===== config.mk =====
export PLATFORM = sky130hd
export DESIGN_NAME = held_key_table
export DESIGN_NICKNAME = d
export VERILOG_FILES = /design/src/rtl/hkt_pkg.sv /design/src/rtl/hkt_ram.sv /design/src/rtl/hkt_scan.sv /design/src/rtl/held_key_table.sv
export VERILOG_INCLUDE_DIRS = /design/src /design/src/rtl
export SDC_FILE = /design/constraint.sdc
export NUM_CORES = 1
export LEC_CHECK = 0
export ABC_AREA = 1
export BUFFER_PORTS_ARGS = -buffer_cell sky130_fd_sc_hd__buf_2
export CORE_MARGIN = 3
export CORE_UTILIZATION = 60
export DETAILED_ROUTE_END_ITERATION = 7
export PLACE_DENSITY = 0.77
export SLEW_MARGIN = 10
export SYNTH_ARGS = -nofsm -noshare
export SYNTH_HDL_FRONTEND = slang
export SYNTH_HIERARCHICAL = 1
export SYNTH_SLANG_ARGS = --single-unit

===== constraint.sdc =====
create_clock -name clk -period 6.8 [get_ports clk]
set_input_delay 1.36 -clock clk [delete_from_list [all_inputs] [get_ports clk]]
set_output_delay 1.36 -clock clk [all_outputs]
set_load 0.02 [all_outputs]

===== src/rtl/held_key_table_assert.svh =====
// Assertion macros for the held key table.
// Expects a clock named clk and an active-low reset named rst_n in scope.
`ifndef HELD_KEY_TABLE_ASSERT_SVH
`define HELD_KEY_TABLE_ASSERT_SVH

// Same-cycle implication.
`define HKT_ASSERT_NOW(lbl, ante, cons) \
  lbl: assert property (@(posedge clk) disable iff (!rst_n) (ante) |-> (cons)) \
    else $error("held_key_table: same-cycle check failed");

// Next-cycle implication.
`define HKT_ASSERT_NEXT(lbl, ante, cons) \
  lbl: assert property (@(posedge clk) disable iff (!rst_n) (ante) |=> (cons)) \
    else $error("held_key_table: next-cycle check failed");

`endif


===== src/rtl/hkt_pkg.sv =====
// Shared types and constants for the held key table.
// No dependencies.
`default_nettype none
package hkt_pkg;

  localparam int CODE_W    = 29;
  localparam int CMD_W     = 2;
  localparam int IDX_MAX_W = 6;

  localparam logic [CMD_W-1:0] CMD_PRESS   = 2'd0;
  localparam logic [CMD_W-1:0] CMD_RELEASE = 2'd1;
  localparam logic [CMD_W-1:0] CMD_QUERY   = 2'd2;

  typedef struct packed {
    logic                 found;
    logic [IDX_MAX_W-1:0] found_idx;
    logic                 empty_found;
    logic [IDX_MAX_W-1:0] empty_idx;
  } scan_res_t;

endpackage
`default_nettype wire


===== src/rtl/hkt_ram.sv =====
// Generic single-write, single-read synchronous RAM with registered read data.
// No dependencies.
`default_nettype none
module hkt_ram #(
  parameter int WIDTH  = 29,
  parameter int DEPTH  = 8,
  parameter int ADDR_W = 3
) (
  input  wire logic              clk,
  input  wire logic              we,
  input  wire logic [ADDR_W-1:0] waddr,
  input  wire logic [WIDTH-1:0]  wdata,
  input  wire logic              re,
  input  wire logic [ADDR_W-1:0] raddr,
  output logic      [WIDTH-1:0]  rdata
);

  logic [WIDTH-1:0] mem [DEPTH];

  always_ff @(posedge clk) begin
    if (we) begin
      mem[waddr] <= wdata;
    end
    if (re) begin
      rdata <= mem[raddr];
    end
  end

endmodule
`default_nettype wire


===== src/rtl/hkt_scan.sv =====
// Slot compare and first-match / first-empty tracking for the held key table.
// Depends on hkt_pkg.
`default_nettype none
module hkt_scan (
  input  wire logic                         clk,
  input  wire logic                         rst_n,
  input  wire logic                         clear,
  input  wire logic                         cmp_en,
  input  wire logic [hkt_pkg::IDX_MAX_W-1:0] cmp_idx,
  input  wire logic [hkt_pkg::CODE_W-1:0]    rd_data,
  input  wire logic                         slot_live,
  input  wire logic [hkt_pkg::CODE_W-1:0]    code,
  output hkt_pkg::scan_res_t                res
);
  import hkt_pkg::*;

  scan_res_t res_r;
  scan_res_t res_nxt;
  logic      hit;

  assign hit = slot_live && (rd_data == code);

  always_comb begin
    res_nxt = res_r;
    if (clear) begin
      res_nxt = '0;
    end else if (cmp_en) begin
      if (hit && !res_r.found) begin
        res_nxt.found     = 1'b1;
        res_nxt.found_idx = cmp_idx;
      end
      if (!slot_live && !res_r.empty_found) begin
        res_nxt.empty_found = 1'b1;
        res_nxt.empty_idx   = cmp_idx;
      end
    end
  end

  always_ff @(posedge clk) begin
    if (!rst_n) begin
      res_r <= '0;
    end else begin
      res_r <= res_nxt;
    end
  end

  assign res = res_r;

endmodule
`default_nettype wire


===== src/rtl/held_key_table.sv =====
// Held key table: a small table of currently held key codes, one command per transaction.
// A transaction is taken when start is high and busy is low. The block then reads every
// slot of its code RAM in turn (one read a cycle, with registered read data), decides, and
// writes back at most once; the result appears on out_is_held / out_overflowed with
// out_valid high for exactly one cycle. The receiver cannot stall; busy drops in the cycle
// that the result is shown, so a new command can already be taken in that cycle. The scan
// of every slot through the single RAM read port sets how long a command takes. Per-slot
// valid flip-flops give an empty table right after reset, with no clearing pass. Key code 0
// is never held; command code 3 acts as a query.
// Depends on hkt_pkg, hkt_ram, hkt_scan and held_key_table_assert.svh.
`default_nettype none
module held_key_table #(
  parameter int TABLE_SLOTS = 8
) (
  input  wire logic                        clk,
  input  wire logic                        rst_n,
  input  wire logic                        start,
  output logic                             busy,
  input  wire logic [hkt_pkg::CMD_W-1:0]   in_command,
  input  wire logic [hkt_pkg::CODE_W-1:0]  in_key_code,
  output logic                             out_valid,
  output logic                             out_is_held,
  output logic                             out_overflowed
);
  import hkt_pkg::*;

  localparam int IDX_W = (TABLE_SLOTS > 1) ? $clog2(TABLE_SLOTS) : 1;
  localparam int CNT_W = $clog2(TABLE_SLOTS + 1);

  localparam logic [1:0] ST_IDLE   = 2'd0;
  localparam logic [1:0] ST_SCAN   = 2'd1;
  localparam logic [1:0] ST_COMMIT = 2'd2;

  logic [1:0]             state_r, state_nxt;
  logic [CNT_W-1:0]       cnt_r, cnt_nxt;
  logic                   cmp_vld_r, cmp_vld_nxt;
  logic [IDX_W-1:0]       cmp_idx_r, cmp_idx_nxt;
  logic [CMD_W-1:0]       cmd_r;
  logic [CODE_W-1:0]      code_r;
  logic [TABLE_SLOTS-1:0] live_r, live_nxt;
  logic                   out_valid_r, out_valid_nxt;
  logic                   out_held_r, out_held_nxt;
  logic                   out_ovf_r, out_ovf_nxt;

  logic                   accept;
  logic                   issue;
  logic                   is_press;
  logic                   is_release;
  logic                   commit;
  logic                   ram_we;
  logic [IDX_W-1:0]       ram_waddr;
  logic [CODE_W-1:0]      rd_data;
  scan_res_t              scan_res;

  assign accept     = start && (state_r == ST_IDLE);
  assign issue      = (state_r == ST_SCAN) && (cnt_r < CNT_W'(TABLE_SLOTS));
  assign commit     = (state_r == ST_COMMIT);
  assign is_press   = (code_r != '0) && (cmd_r == CMD_PRESS);
  assign is_release = (code_r != '0) && (cmd_r == CMD_RELEASE);

  assign ram_we    = commit && is_press && !scan_res.found;
  assign ram_waddr = scan_res.empty_found ? scan_res.empty_idx[IDX_W-1:0] : '0;

  hkt_ram #(
    .WIDTH  (CODE_W),
    .DEPTH  (TABLE_SLOTS),
    .ADDR_W (IDX_W)
  ) u_ram (
    .clk   (clk),
    .we    (ram_we),
    .waddr (ram_waddr),
    .wdata (code_r),
    .re    (issue),
    .raddr (cnt_r[IDX_W-1:0]),
    .rdata (rd_data)
  );

  hkt_scan u_scan (
    .clk       (clk),
    .rst_n     (rst_n),
    .clear     (accept),
    .cmp_en    (cmp_vld_r),
    .cmp_idx   (IDX_MAX_W'(cmp_idx_r)),
    .rd_data   (rd_data),
    .slot_live (live_r[cmp_idx_r]),
    .code      (code_r),
    .res       (scan_res)
  );

  always_comb begin
    state_nxt     = state_r;
    cnt_nxt       = cnt_r;
    cmp_vld_nxt   = issue;
    cmp_idx_nxt   = cnt_r[IDX_W-1:0];
    live_nxt      = live_r;
    out_valid_nxt = 1'b0;
    out_held_nxt  = out_held_r;
    out_ovf_nxt   = out_ovf_r;
    case (state_r)
      ST_IDLE: begin
        if (start) begin
          state_nxt = ST_SCAN;
          cnt_nxt   = '0;
        end
      end
      ST_SCAN: begin
        if (issue) begin
          cnt_nxt = cnt_r + 1'b1;
        end else begin
          state_nxt = ST_COMMIT;
        end
      end
      ST_COMMIT: begin
        state_nxt     = ST_IDLE;
        out_valid_nxt = 1'b1;
        out_ovf_nxt   = 1'b0;
        if (is_press) begin
          out_held_nxt = 1'b1;
          if (!scan_res.found) begin
            if (scan_res.empty_found) begin
              live_nxt[scan_res.empty_idx[IDX_W-1:0]] = 1'b1;
            end else begin
              live_nxt    = '0;
              live_nxt[0] = 1'b1;
              out_ovf_nxt = 1'b1;
            end
          end
        end else if (is_release) begin
          out_held_nxt = 1'b0;
          if (scan_res.found) begin
            live_nxt[scan_res.found_idx[IDX_W-1:0]] = 1'b0;
          end
        end else begin
          out_held_nxt = scan_res.found;
        end
      end
      default: begin
        state_nxt = ST_IDLE;
      end
    endcase
  end

  always_ff @(posedge clk) begin
    if (!rst_n) begin
      state_r     <= ST_IDLE;
      cnt_r       <= '0;
      cmp_vld_r   <= 1'b0;
      live_r      <= '0;
      out_valid_r <= 1'b0;
      out_held_r  <= 1'b0;
      out_ovf_r   <= 1'b0;
    end else begin
      state_r     <= state_nxt;
      cnt_r       <= cnt_nxt;
      cmp_vld_r   <= cmp_vld_nxt;
      live_r      <= live_nxt;
      out_valid_r <= out_valid_nxt;
      out_held_r  <= out_held_nxt;
      out_ovf_r   <= out_ovf_nxt;
    end
  end

  always_ff @(posedge clk) begin
    cmp_idx_r <= cmp_idx_nxt;
    if (accept) begin
      cmd_r  <= in_command;
      code_r <= in_key_code;
    end
  end

  assign busy           = (state_r != ST_IDLE);
  assign out_valid      = out_valid_r;
  assign out_is_held    = out_held_r;
  assign out_overflowed = out_ovf_r;

`include "held_key_table_assert.svh"

  `HKT_ASSERT_NEXT(a_accept_busy, start && !busy, busy)
  `HKT_ASSERT_NOW(a_result_idle, out_valid, !busy)
  `HKT_ASSERT_NOW(a_ovf_held, out_overflowed && out_valid, out_is_held)
  `HKT_ASSERT_NEXT(a_ovf_one_live, out_valid && out_overflowed, live_r == TABLE_SLOTS'(1))
  `HKT_ASSERT_NEXT(a_single_strobe, out_valid, !out_valid)

endmodule
`default_nettype wire

* After elaboration in Yosys (flattened, before gate mapping)
Memories as Yosys holds them, arrays and structs flattened. A register that Yosys moved wholly into a read port is not among the register bits.
Index checks and enable logic that the tools add are counted.
** Storage, ports and cells
- Output and inout port bits :: 4
- Bits in writable memories :: 232
- Memories :: 1
- Bits of input ports :: 34
- Bits in registers :: 60
- Logic and storage cells :: 87
** Operators by class
- Reduce and logical (&&, ||, !) cells :: 27
- Equal/unequal tests :: 8
- Bitwise gates (word level) :: 4
- Add/subtract/negate cells :: 1
- Multiplexer cells :: 26
- Magnitude comparators :: 6
** Memory list
- u_ram.mem :: words 8, bits a word 29, rd ports 1, clocked after memory_dff 1, wr ports 1, RTL line hkt_ram.sv:18 : logic [WIDTH-1:0] mem [DEPTH];
** Operators with widths (number)
- 8-bit 2-to-1 mux :: 5
- 29-bit equality test :: 1
- 29-bit nonzero test :: 1
- 3-bit by 4-bit less-than comparator with 1-bit output (second input constant) :: 3
- 1-bit logical AND :: 11
- 1-bit 2-to-1 mux :: 11
- 8-bit bitwise AND :: 1
- 4-bit 2-to-1 mux :: 2
- 2-bit != test (second input constant) :: 4
- 8-bit NOT :: 1
- 8-bit bitwise OR :: 1
- 4-bit case mux with 2 select lines :: 1
- 2-bit nonzero test :: 4
- 1-bit demux with 3-bit select :: 2
- 3-bit by 1-bit >= comparator with 1-bit output (second input constant) :: 2
- 2-bit AND reduction :: 3
- 4-bit by 1-bit adder with 4-bit output (second input constant) :: 1
- 2-bit by 1-bit equality test with 1-bit output (second input constant) :: 2
- 2-bit zero test :: 2
- 4-bit less-than comparator (second input constant) :: 1
- 2-bit 2-to-1 mux :: 2
- 2-bit case mux with 2 select lines :: 1
- 4-bit AND reduction :: 1
- 1-bit binary-select mux with 3-bit select :: 1
- 6 further kinds :: 8

* Longest topological paths before layout
Gate-level depths: netlist of run 1.
- Word-level depth :: 9
- Gate-level depth with buffers :: 15
- Mapped depth without buffers :: 15

* Modules after synthesis
Netlist of run 1, hierarchy kept.
** Modules (own cells, without submodules)
- hkt_ram :: cells each 1050, times used 1, sequential area each 7837.5 um^2, area an instance 11043.1 um^2
- held_key_table :: cells each 262, times used 1, sequential area each 1351.3 um^2, area an instance 2343.5 um^2
- hkt_scan :: cells each 250, times used 1, sequential area each 280.3 um^2, area an instance 1303.8 um^2

* Worst setup path after synthesis of run 1
OpenSTA, ideal clock, no wires.
- Path kind :: register to register
- Start :: register code_r[19]
- End :: memory u_ram.mem[1][0] (enable)
- Slack :: 3.883 ns
- Path buffers :: 0
- Data required time :: 6.385 ns
- Clock period less this slack :: 2.917 ns
- Setup time :: 0.415 ns
- Cell stages (with the launch flop) :: 10
- Data arrival time :: 2.502 ns
- Path through :: edfxtp_1 nor2_1 and2_0 nand2_1 nor2_2 nand2_4 nand3_2 nor2_1 nand2_1 nor2_1
** Between the ends
- Word-level cells in the longest chain between the ends :: 6
** Ends and longest elaborated chain
- start, declared :: RTL line held_key_table.sv:39 : logic [CODE_W-1:0] code_r;
- start signal, assigned :: RTL line held_key_table.sv:167 : code_r <= in_key_code;
- 29-bit nonzero test :: RTL line held_key_table.sv:58 : assign is_press = (code_r != '0) && (cmd_r == CMD_PRESS);
- 1-bit logical AND :: RTL line held_key_table.sv:58
- 1-bit logical AND (2 in a row) :: RTL line held_key_table.sv:61 : assign ram_we = commit && is_press && !scan_res.found;
- net ram_we :: RTL line held_key_table.sv:50 : logic ram_we;
- 1-bit 2-to-1 mux :: RTL line hkt_ram.sv:21 : if (we) begin
- 1-bit 2-to-1 mux (not written as such) :: RTL line hkt_ram.sv:22 : mem[waddr] <= wdata;
- end, declared :: RTL line hkt_ram.sv:18
The timed path passes the listed nets, and every way through them passes these cells.

* Final worst setup path of run 1
- Start :: register code_r[27]
- End :: memory u_ram.mem[5][9] (enable)
Same word-level chain as after synthesis.

==> impl_results.md, run 1 <==
- Outcome: finished, final reports clean
- Total Neg Setup Slack: 0 ns
- Port buffer count: 37
- Die width: 161 µm
- Vias in the first global route: 9544
- Cts hold-fix bufs: 0
- # clock sinks: around 320
- Synth Warn #: 6
- CTS tree: yes
- Setup bufs post-CTS: 0
- Final antenna-violating net count: 0
- Initial Util: 61.3%
- Row count: 56
- DR DRC count: 0
- Clock root cell: clkbuf_16
- Clock Skews: between 0.009 and 0.01 ns
- Mapped Area: around 14000 µm²
- Global-route wire length before repair: around 49000 µm
- Worst setup EP type: register
- Final nets: about 1600
- Mapped Nets: 1569
- Core Region: approximately 24000 µm²
- Cts bufs inserted: 34
- GR Util All Layers: around a quarter
- Psw: between 0.9 and 1 mW
- PD cells: 262 nW/µm²
- CP startpoint: code_r[27]
- Critical Path AT: around 3.1 ns
- Post-cts resize count: 0
- Fillers: about 1700
- Die Ht: between 150 and 200 µm
- Initial antenna violation count: 0
- Worst Tran Pin Value: between 1 and 1.5 ns
- Grt ovf: 0
- Max-Cap Viols: 0
- Hold path start: out_overflowed
- Largest net degree at the start of global routing: 94
- Unrepaired setup endpoints after global routing: no
- Final number of setup-violating endpoints: 0
- Slew Viols, Final: 0
- Clock Tree Buf Depth: 3
- Gate power share: under 10%
- FMAX: between 300 and 400 MHz
- Layout cells sized above 1: around 8%
- Clock power frac: between 40% and 50%
- Routability cong.: 0.850
- H-Tree Depth: 2
- Routed wire length: 31400 µm
- Worst setup path class: register to register
- R2r startpoint: code_r[27]
- Syn-to-layout area delta: 9.81%
- Mapped Cells: 1534
- Placed Instances: ~1900
- Count of final hold-check violations: 0
- Critical Path RT: between 6 and 7 ns
- Final period utilization: ~44%
- Placed standard-cell area: 14900 µm²
- Leak: just over 7 nW
- Worst hold path class: register to register
- # IOs: 38
- Sw Ratio: 22.0%
- Skew-Pair Late Insertion Delay: around 0.5 ns
- Post-route cell area: around 16000 µm²
- Crit Path Max Fanout: 29
- CP Launch Type: register
- Worst slew margin: 20.1%
- Routed vias/inst: between 5 and 6
- Post-route non-filler standard cell count: 1906
- TritonRoute pass-1 iters: 5
- Seq pwr share: a little over half
- Pint: around 3.2 mW
- Syn avg cell area: between 9 and 10 µm²
- Peak VDD IR: between 0.2 and 0.25 mV
- Vias: roughly 10000
- Detailed Place HPWL: 17600 µm
- Min Tclk post-route: just over 3 ns
- Drt wl/cell: between 15 and 20 µm
- Register Area: 9350 µm²
- Die ar.: about 26000 µm²
- Multi-input gate area: approximately 3600 µm²
- DRT iter0 DRCs: between 800 and 900
- # diodes: 0
- Clock transition at the registers of the reported paths: around 0.06 ns
[per-stage QoR]
step           hold slack, ns  utilization [%]  setup slack (ns)  total power, mW
2_1_floorplan           0.379                -              3.88             2.45
3_3_place_gp            0.464             63.1              3.88             2.50
3_5_place_dp            0.462             63.1              3.80             2.51
4_1_cts                 0.471             67.3              3.78             4.19
5_1_grt                 0.498             67.3              3.54             4.30
6_report                0.470             67.3              3.78             4.16
[cell type report]
cell class / instances / share of cell area, %
Clock buffer: 46 / 6.04
Clock inverter: 10 / 0.283
Inverter: 335 / 7.93
Multi-Input combinational cell: 827 / 22.7
Sequential cell: 321 / 58.8
Tap cell: 319 / 2.51
Timing Repair Buffer: 48 / 1.68
[layer usage]
metal  routed length [µm]  GRT usage (%)  vias to the layer above  part of all wire (%)
met5                    0              0                        -                     0
met4                  980           9.31                        0                   3.1
met3                 2260           3.46                       76                   7.2
met2                15000           40.7                      398                    48
met1                13100           31.9                     4520                    42
li1                     -              -                     4809                     -
[power by group through the flow]
| stage | combinational (mW) | clock [mW] | sequential, mW |
|---|---|---|---|
| floorplan | 0.186 | 0 | 2.26 |
| global placement | 0.227 | 0 | 2.27 |
| detailed placement | 0.236 | 0 | 2.28 |
| CTS | 0.238 | 1.72 | 2.24 |
| global route | 0.271 | 1.79 | 2.24 |
| finish | 0.239 | 1.69 | 2.24 |
[worst paths after layout]
check             slack, ns  cells past startpoint              end
setup / recovery       3.78                     10  u_ram/mem[5][9]
hold reg to reg        0.47                      2   out_overflowed
hold / removal         0.47                      2   out_overflowed
setup reg to reg       3.78                     10  u_ram/mem[5][9]
[state kept, by name, summed over array words and instances (netlist names)]
signal          flops
out_overflowed      1
out_valid           1
code_r             29
u_scan/res          8
u_ram/mem         232
cmp_idx_r           3
cmp_vld_r           1
u_ram/rdata        29
live_r              8
state_r             2
out_is_held         1
cnt_r               4
cmd_r               2
[layout by cell type, fill, tap and decap left out, types with 11 or more instances in the layout]
cell type	n
dfxtp_1	27
clkbuf_16	37
buf_4	11
o21ai_0	14
buf_2	37
edfxtp_1	292
inv_1	329
nand3_1	135
nand2_1	518
nor2_1	80
a21oi_1	20
[worst max-delay path, cell delays in order, from the launching register on]
cell and delay [ns]:
edfxtp_1 0.56, inv_1 0.07, nand2_1 0.09, nor2_1 0.05
nand2_1 0.11, nor2_2 0.06, nand2_4 0.12, nand3_2 0.12
nor2_1 0.17, nand2_1 0.26, nor2_4 1.00
No activity file was read; power rests on OpenSTA's default activity.
==> run 2, diff against run 1 <==
==> constraint.sdc (replaced) <==
create_clock -name clk -period 3 [get_ports clk]
set_input_delay 0.6 -clock clk [delete_from_list [all_inputs] [get_ports clk]]
set_output_delay 0.6 -clock clk [all_outputs]
set_load 0.02 [all_outputs]
==> impl_results.md, run 2 (synthesis gave the netlist of run 1 again) <==
- Biggest register: u_ram/mem
- Register Area: roughly 9400 µm²
- Drt wl/cell: about 16 µm
- Worst slew margin: between 50% and 60%
- Row count: 56
- Reg-to-reg slack, setup: approximately 0.39 ns
- Multi-input gate area: around 3600 µm²
- Critical Path AT: ~2.8 ns
- Final number of setup-violating endpoints: 0
- Critical path endpoint: u_ram/mem[0][1]
- Max-Cap Viols: 0
- CTS tree: yes
- Vias in the first global route: approximately 9000
- Syn-to-layout area delta: 11.3%
- Reg-to-Reg End: u_ram/mem[0][1]
- Count of final hold-check violations: 0
- Detailed Place HPWL: 19000 µm
- Initial antenna violation count: 1
- Min Tclk post-route: between 2 and 3 ns
- GR Util All Layers: between 20% and 30%
- Grt ovf: 0
- H-Tree Depth: 1
- Initial Util: around three fifths
- Crit Path Max Fanout: 20
- Clock Skews: about 0.013 ns
- Final nets: ~1600
- Final period utilization: approximately 87%
- # IOs: 38
- R2r startpoint: code_r[20]
- Unrepaired setup endpoints after global routing: no
- Global-route wire length before repair: slightly below 50000 µm
- Fillers: 1707
- DRT iter0 DRCs: ~770
- Worst hold margin: about 0.22 ns
- TritonRoute pass-1 iters: 7
- Top flop regs: u_ram/mem (232), code_r (29), u_ram/rdata (29)
- PD cells: ~580 nW/µm²
- Cts bufs inserted: 31
- Leak: 7.28 nW
- Clock root cell: clkbuf_16
- # diodes: 0
- CP Launch Type: register
- Cts hold-fix bufs: 0
- # clock sinks: between 300 and 400
- Port buffer count: 37
- Worst setup path class: register to register
- Worst Tran Pin Value: between 0.6 and 0.7 ns
- Worst setup EP type: register
- Critical Path RT: 3.22 ns
- Routability cong.: around 0.87
- Worst hold path class: input pin to register
- Core Region: 23600 µm²
- Final antenna-violating net count: 0
- Vias: between 9000 and 10000
- Worst Reg-to-Reg Cells: 10
- Outcome: finished, final reports clean
- Total Neg Setup Slack: 0 ns
- Die width: about 160 µm
- Skew-Pair Late Insertion Delay: about 0.56 ns
- DR DRC count: 0
- Post-cts resize count: 0
- Routed wire length: approximately 31000 µm
- Largest net degree at the start of global routing: between 100 and 150
- CP startpoint: code_r[20]
- Slew Viols, Final: 0
- Layout cells sized above 1: approximately a tenth
- Die ar.: ~26000 µm²
- Setup bufs post-CTS: 0
- FMAX: 383 MHz
- Most frequent cells in the layout: 518 x nand2_1, 329 x inv_1, 292 x edfxtp_1, 135 x nand3_1, 80 x nor2_1
- Max reg flops: 232
- Clock Tree Buf Depth: 3
- Die Ht: 161 µm
- Clock transition at the registers of the reported paths: 0.07 ns
- Peak VDD IR: 0.578 mV
- Routed vias/inst: 5.04
- Most common cell after layout, fill and taps aside: nand2_1
[run 2: changes by cell type in the layout (fill, tap and decap cells not counted), moves of 2 or more]
cell,delta
buf_12,+5
inv_6,+2
bufinv_16,+3
clkbuf_1,-4
buf_4,+18
clkinv_1,+5
clkbuf_16,-6
clkinvlp_4,+2
[run 2: where the power goes]
group	switching (mW)	internal, mW	total [mW]
clock network	1.62	2.15	3.77
registers	0.108	4.96	5.07
logic	0.379	0.185	0.565
total	2.10	7.30	9.41
[run 2: layout make-up]
class	count	share of cell area, %
Tap cell	319	2.48
Sequential cell	321	58.1
Inverter	335	7.82
Timing Repair Buffer	71	3.12
Clock buffer	36	4.93
Multi-Input combinational cell	827	22.4
Clock inverter	22	1.18
[run 2: layer usage]
layer	vias up	routed length (µm)	track usage (%)	share of wire (%)
li1	4859	-	-	-
met1	4521	13300	33.8	43
met2	324	15300	40.8	49
met3	30	2190	3.26	7.0
met4	2	385	4.89	1.2
met5	-	9	0	0.029
[run 2: through the flow]
stage	util (%)	power (mW)	area [µm²]	setup WS, ns	instances
after floorplan	-	5.54	14500	0.0830	1534
after global placement	64.1	5.70	15100	0.466	1873
after detailed placement	64.1	5.72	15100	0.435	1873
after CTS	68.2	9.45	16100	0.407	1931
after global routing	68.2	9.73	16100	0.193	1931
final	68.2	9.41	16100	0.386	1931
[run 2: how the worst min path moves through the flow]
stage              startpoint        endpoint  cells after the start
3_5_place_dp   out_overflowed  out_overflowed                      2
3_3_place_gp   out_overflowed  out_overflowed                      2
5_1_grt        in_key_code[8]       code_r[8]                      1
4_1_cts        in_key_code[8]       code_r[8]                      1
6_report       in_key_code[8]       code_r[8]                      1
2_1_floorplan        cnt_r[1]    cmp_idx_r[1]                      0
[run 2: worst max-delay path, stage by stage (launching register included)]
cell and delay, ns:
edfxtp_1 0.55, nor2_1 0.10, and2_0 0.17, nand2_1 0.09
nor2_2 0.06, nand2_4 0.11, nand3_2 0.11, nor2_1 0.25
nand2_1 0.29, nor2_4 0.18, buf_4 0.35
==> run 3, diff against run 2 <==
--- a/config.mk
+++ b/config.mk
@@ -11,7 +11,7 @@
 export CORE_MARGIN = 3
 export CORE_UTILIZATION = 60
 export DETAILED_ROUTE_END_ITERATION = 7
-export PLACE_DENSITY = 0.77
+export PLACE_DENSITY = 0.88
 export SLEW_MARGIN = 10
 export SYNTH_ARGS = -nofsm -noshare
 export SYNTH_HDL_FRONTEND = slang
==> impl_results.md, run 3 (synthesis gave the netlist of run 1 again) <==
- Top flop regs: u_ram/mem (232), code_r (29), u_ram/rdata (29)
- Min Tclk post-route: about 2.8 ns
- Cts hold-fix bufs: 0
- Leak: 7.29 nW
- Final period utilization: 92.7%
- Peak VDD IR: 0.539 mV
- Cts bufs inserted: 31
- Initial Util: around 61%
- H-Tree Depth: 1
- Clock Tree Buf Depth: 3
- Final antenna-violating net count: 0
- # IOs: 38
- # diodes: 0
- Sw Ratio: between 20% and 30%
- Biggest register: u_ram/mem
- Largest net degree at the start of global routing: roughly 120
- Clock transition at the registers of the reported paths: approximately 0.06 ns
- Grt ovf: 0
- Total Neg Setup Slack: 0 ns
- Seq pwr share: a little over half
- Routed wire length: 34400 µm
- Most frequent CP cell: nand2_1
- Detailed Place HPWL: about 20000 µm
- Critical Path RT: about 3.3 ns
- Critical Path AT: 3.04 ns
- Crit Path Max Fanout: 22
- Outcome: finished, final reports clean
- # clock sinks: about 320
- CTS tree: yes
- Psw: about 2.2 mW
- Final number of setup-violating endpoints: 0
- PD cells: roughly 600 nW/µm²
- Worst setup path class: register to register
- Slowest-stage cell, CP: edfxtp_1
- Core Region: about 24000 µm²
- Post-route non-filler standard cell count: just under 2000
- Die Ht: 161 µm
- Die width: around 160 µm
- Clock power frac: 41.5%
- Unrepaired setup endpoints after global routing: no
- Final nets: between 1500 and 2000
- Vias in the first global route: approximately 10000
- Max-Cap Viols: 0
- Critical path, cell by cell: inv_1 -> nand2_1 -> nor2_1 -> nand2_1 -> nor2_2 -> nand2_4 -> nand3_2 -> nor2_1 -> nand2_1 -> nor2_4 -> buf_12
- CP Launch Type: register
- Setup bufs post-CTS: 0
- Most frequent cells in the layout: 518 x nand2_1, 329 x inv_1, 292 x edfxtp_1, 135 x nand3_1, 80 x nor2_1
- Worst hold path class: input pin to register
- TritonRoute pass-1 iters: 6
- Layout cells sized above 1: a little under a tenth
- Clock root cell: clkbuf_16
- Row count: 56
- Placed standard-cell area: 15100 µm²
- Initial antenna violation count: 0
- Worst hold margin: about 0.21 ns
- Placed Instances: between 1500 and 2000
- Reg-to-reg slack, setup: about 0.22 ns
- Util after Layout: 68.4%
- Die ar.: 26000 µm²
- Clock Skews: approximately 0.013 ns
- Max reg flops: 232
- Worst setup EP type: register
- Pint: 7.53 mW
- CP peak stage delay: 0.58 ns
- DR DRC count: 0
- DRT iter0 DRCs: ~1200
- Syn-to-layout area delta: 11.5%
- Slew Viols, Final: 0
- Port buffer count: 37
- Global-route wire length before repair: roughly 53000 µm
- Drt wl/cell: 17.9 µm
- Worst slew margin: 45.1%
- Count of final hold-check violations: 0
- GR Util All Layers: roughly a quarter
- Gate power share: roughly 6.3%
- Vias: between 10000 and 15000
- Skew-Pair Late Insertion Delay: approximately 0.56 ns
- Post-cts resize count: 0
- Most common cell after layout, fill and taps aside: nand2_1
- FMAX: 360 MHz
- Routed vias/inst: 5.44
- Routability cong.: around 0.86
- Fillers: roughly 1500
- Worst Tran Pin Value: 0.824 ns
- Post-route cell area: around 16000 µm²
run 3: changes by cell type in the layout (fill, tap and decap cells not counted), moves of 2 or more:
cell,before,now
clkbuf_1,5,7
bufinv_16,3,5
clkinv_2,5,3
buf_4,29,24
clkinv_1,12,8
clkbuf_8,0,2
run 3: worst paths after layout:
kind,startpoint,to,cells past startpoint
setup / recovery,code_r[15],u_ram/mem[3][15],11
hold / removal,in_key_code[5],code_r[5],1
setup reg to reg,code_r[15],u_ram/mem[3][15],11
hold reg to reg,out_overflowed,out_overflowed,2
run 3: power by group through the flow:
| stage | combinational [mW] | clock, mW | sequential (mW) |
|---|---|---|---|
| after floorplan | 0.421 | 0 | 5.12 |
| after global placement | 0.549 | 0 | 5.13 |
| after detailed placement | 0.580 | 0 | 5.14 |
| after CTS | 0.595 | 4.05 | 5.05 |
| after global routing | 0.673 | 4.23 | 5.06 |
| final | 0.609 | 4.02 | 5.05 |
run 3: stage by stage:
step / total power, mW / setup WS (ns)
detailed placement: 5.72 / 0.316
CTS: 9.69 / 0.256
finish: 9.68 / 0.218
floorplan: 5.54 / 0.0830
global placement: 5.68 / 0.454
global route: 9.96 / 0.0898
run 3: area by class of cell:
type | instances | area, µm² | area share (%)
Sequential cell | 321 | 9350 | 57.9
Multi-Input combinational cell | 827 | 3610 | 22.4
Inverter | 335 | 1260 | 7.80
Clock buffer | 40 | 830 | 5.14
Timing Repair Buffer | 66 | 465 | 2.88
Tap cell | 319 | 399 | 2.47
Clock inverter | 18 | 226 | 1.40
run 3: per-layer routing:
| layer | track usage, % | routed length [µm] |
|---|---|---|
| met1 | 33.5 | 12400 |
| met2 | 45.0 | 17000 |
| met3 | 3.74 | 3520 |
| met4 | 12.6 | 1490 |
| met5 | 0 | 0 |
run 3: worst max-delay path: cells and delay by family (launching register included):
kind	cells	cell delay, ns
buffers and inverters	2	0.36
and+or+nand+nor	9	1.52
DFF	1	0.58
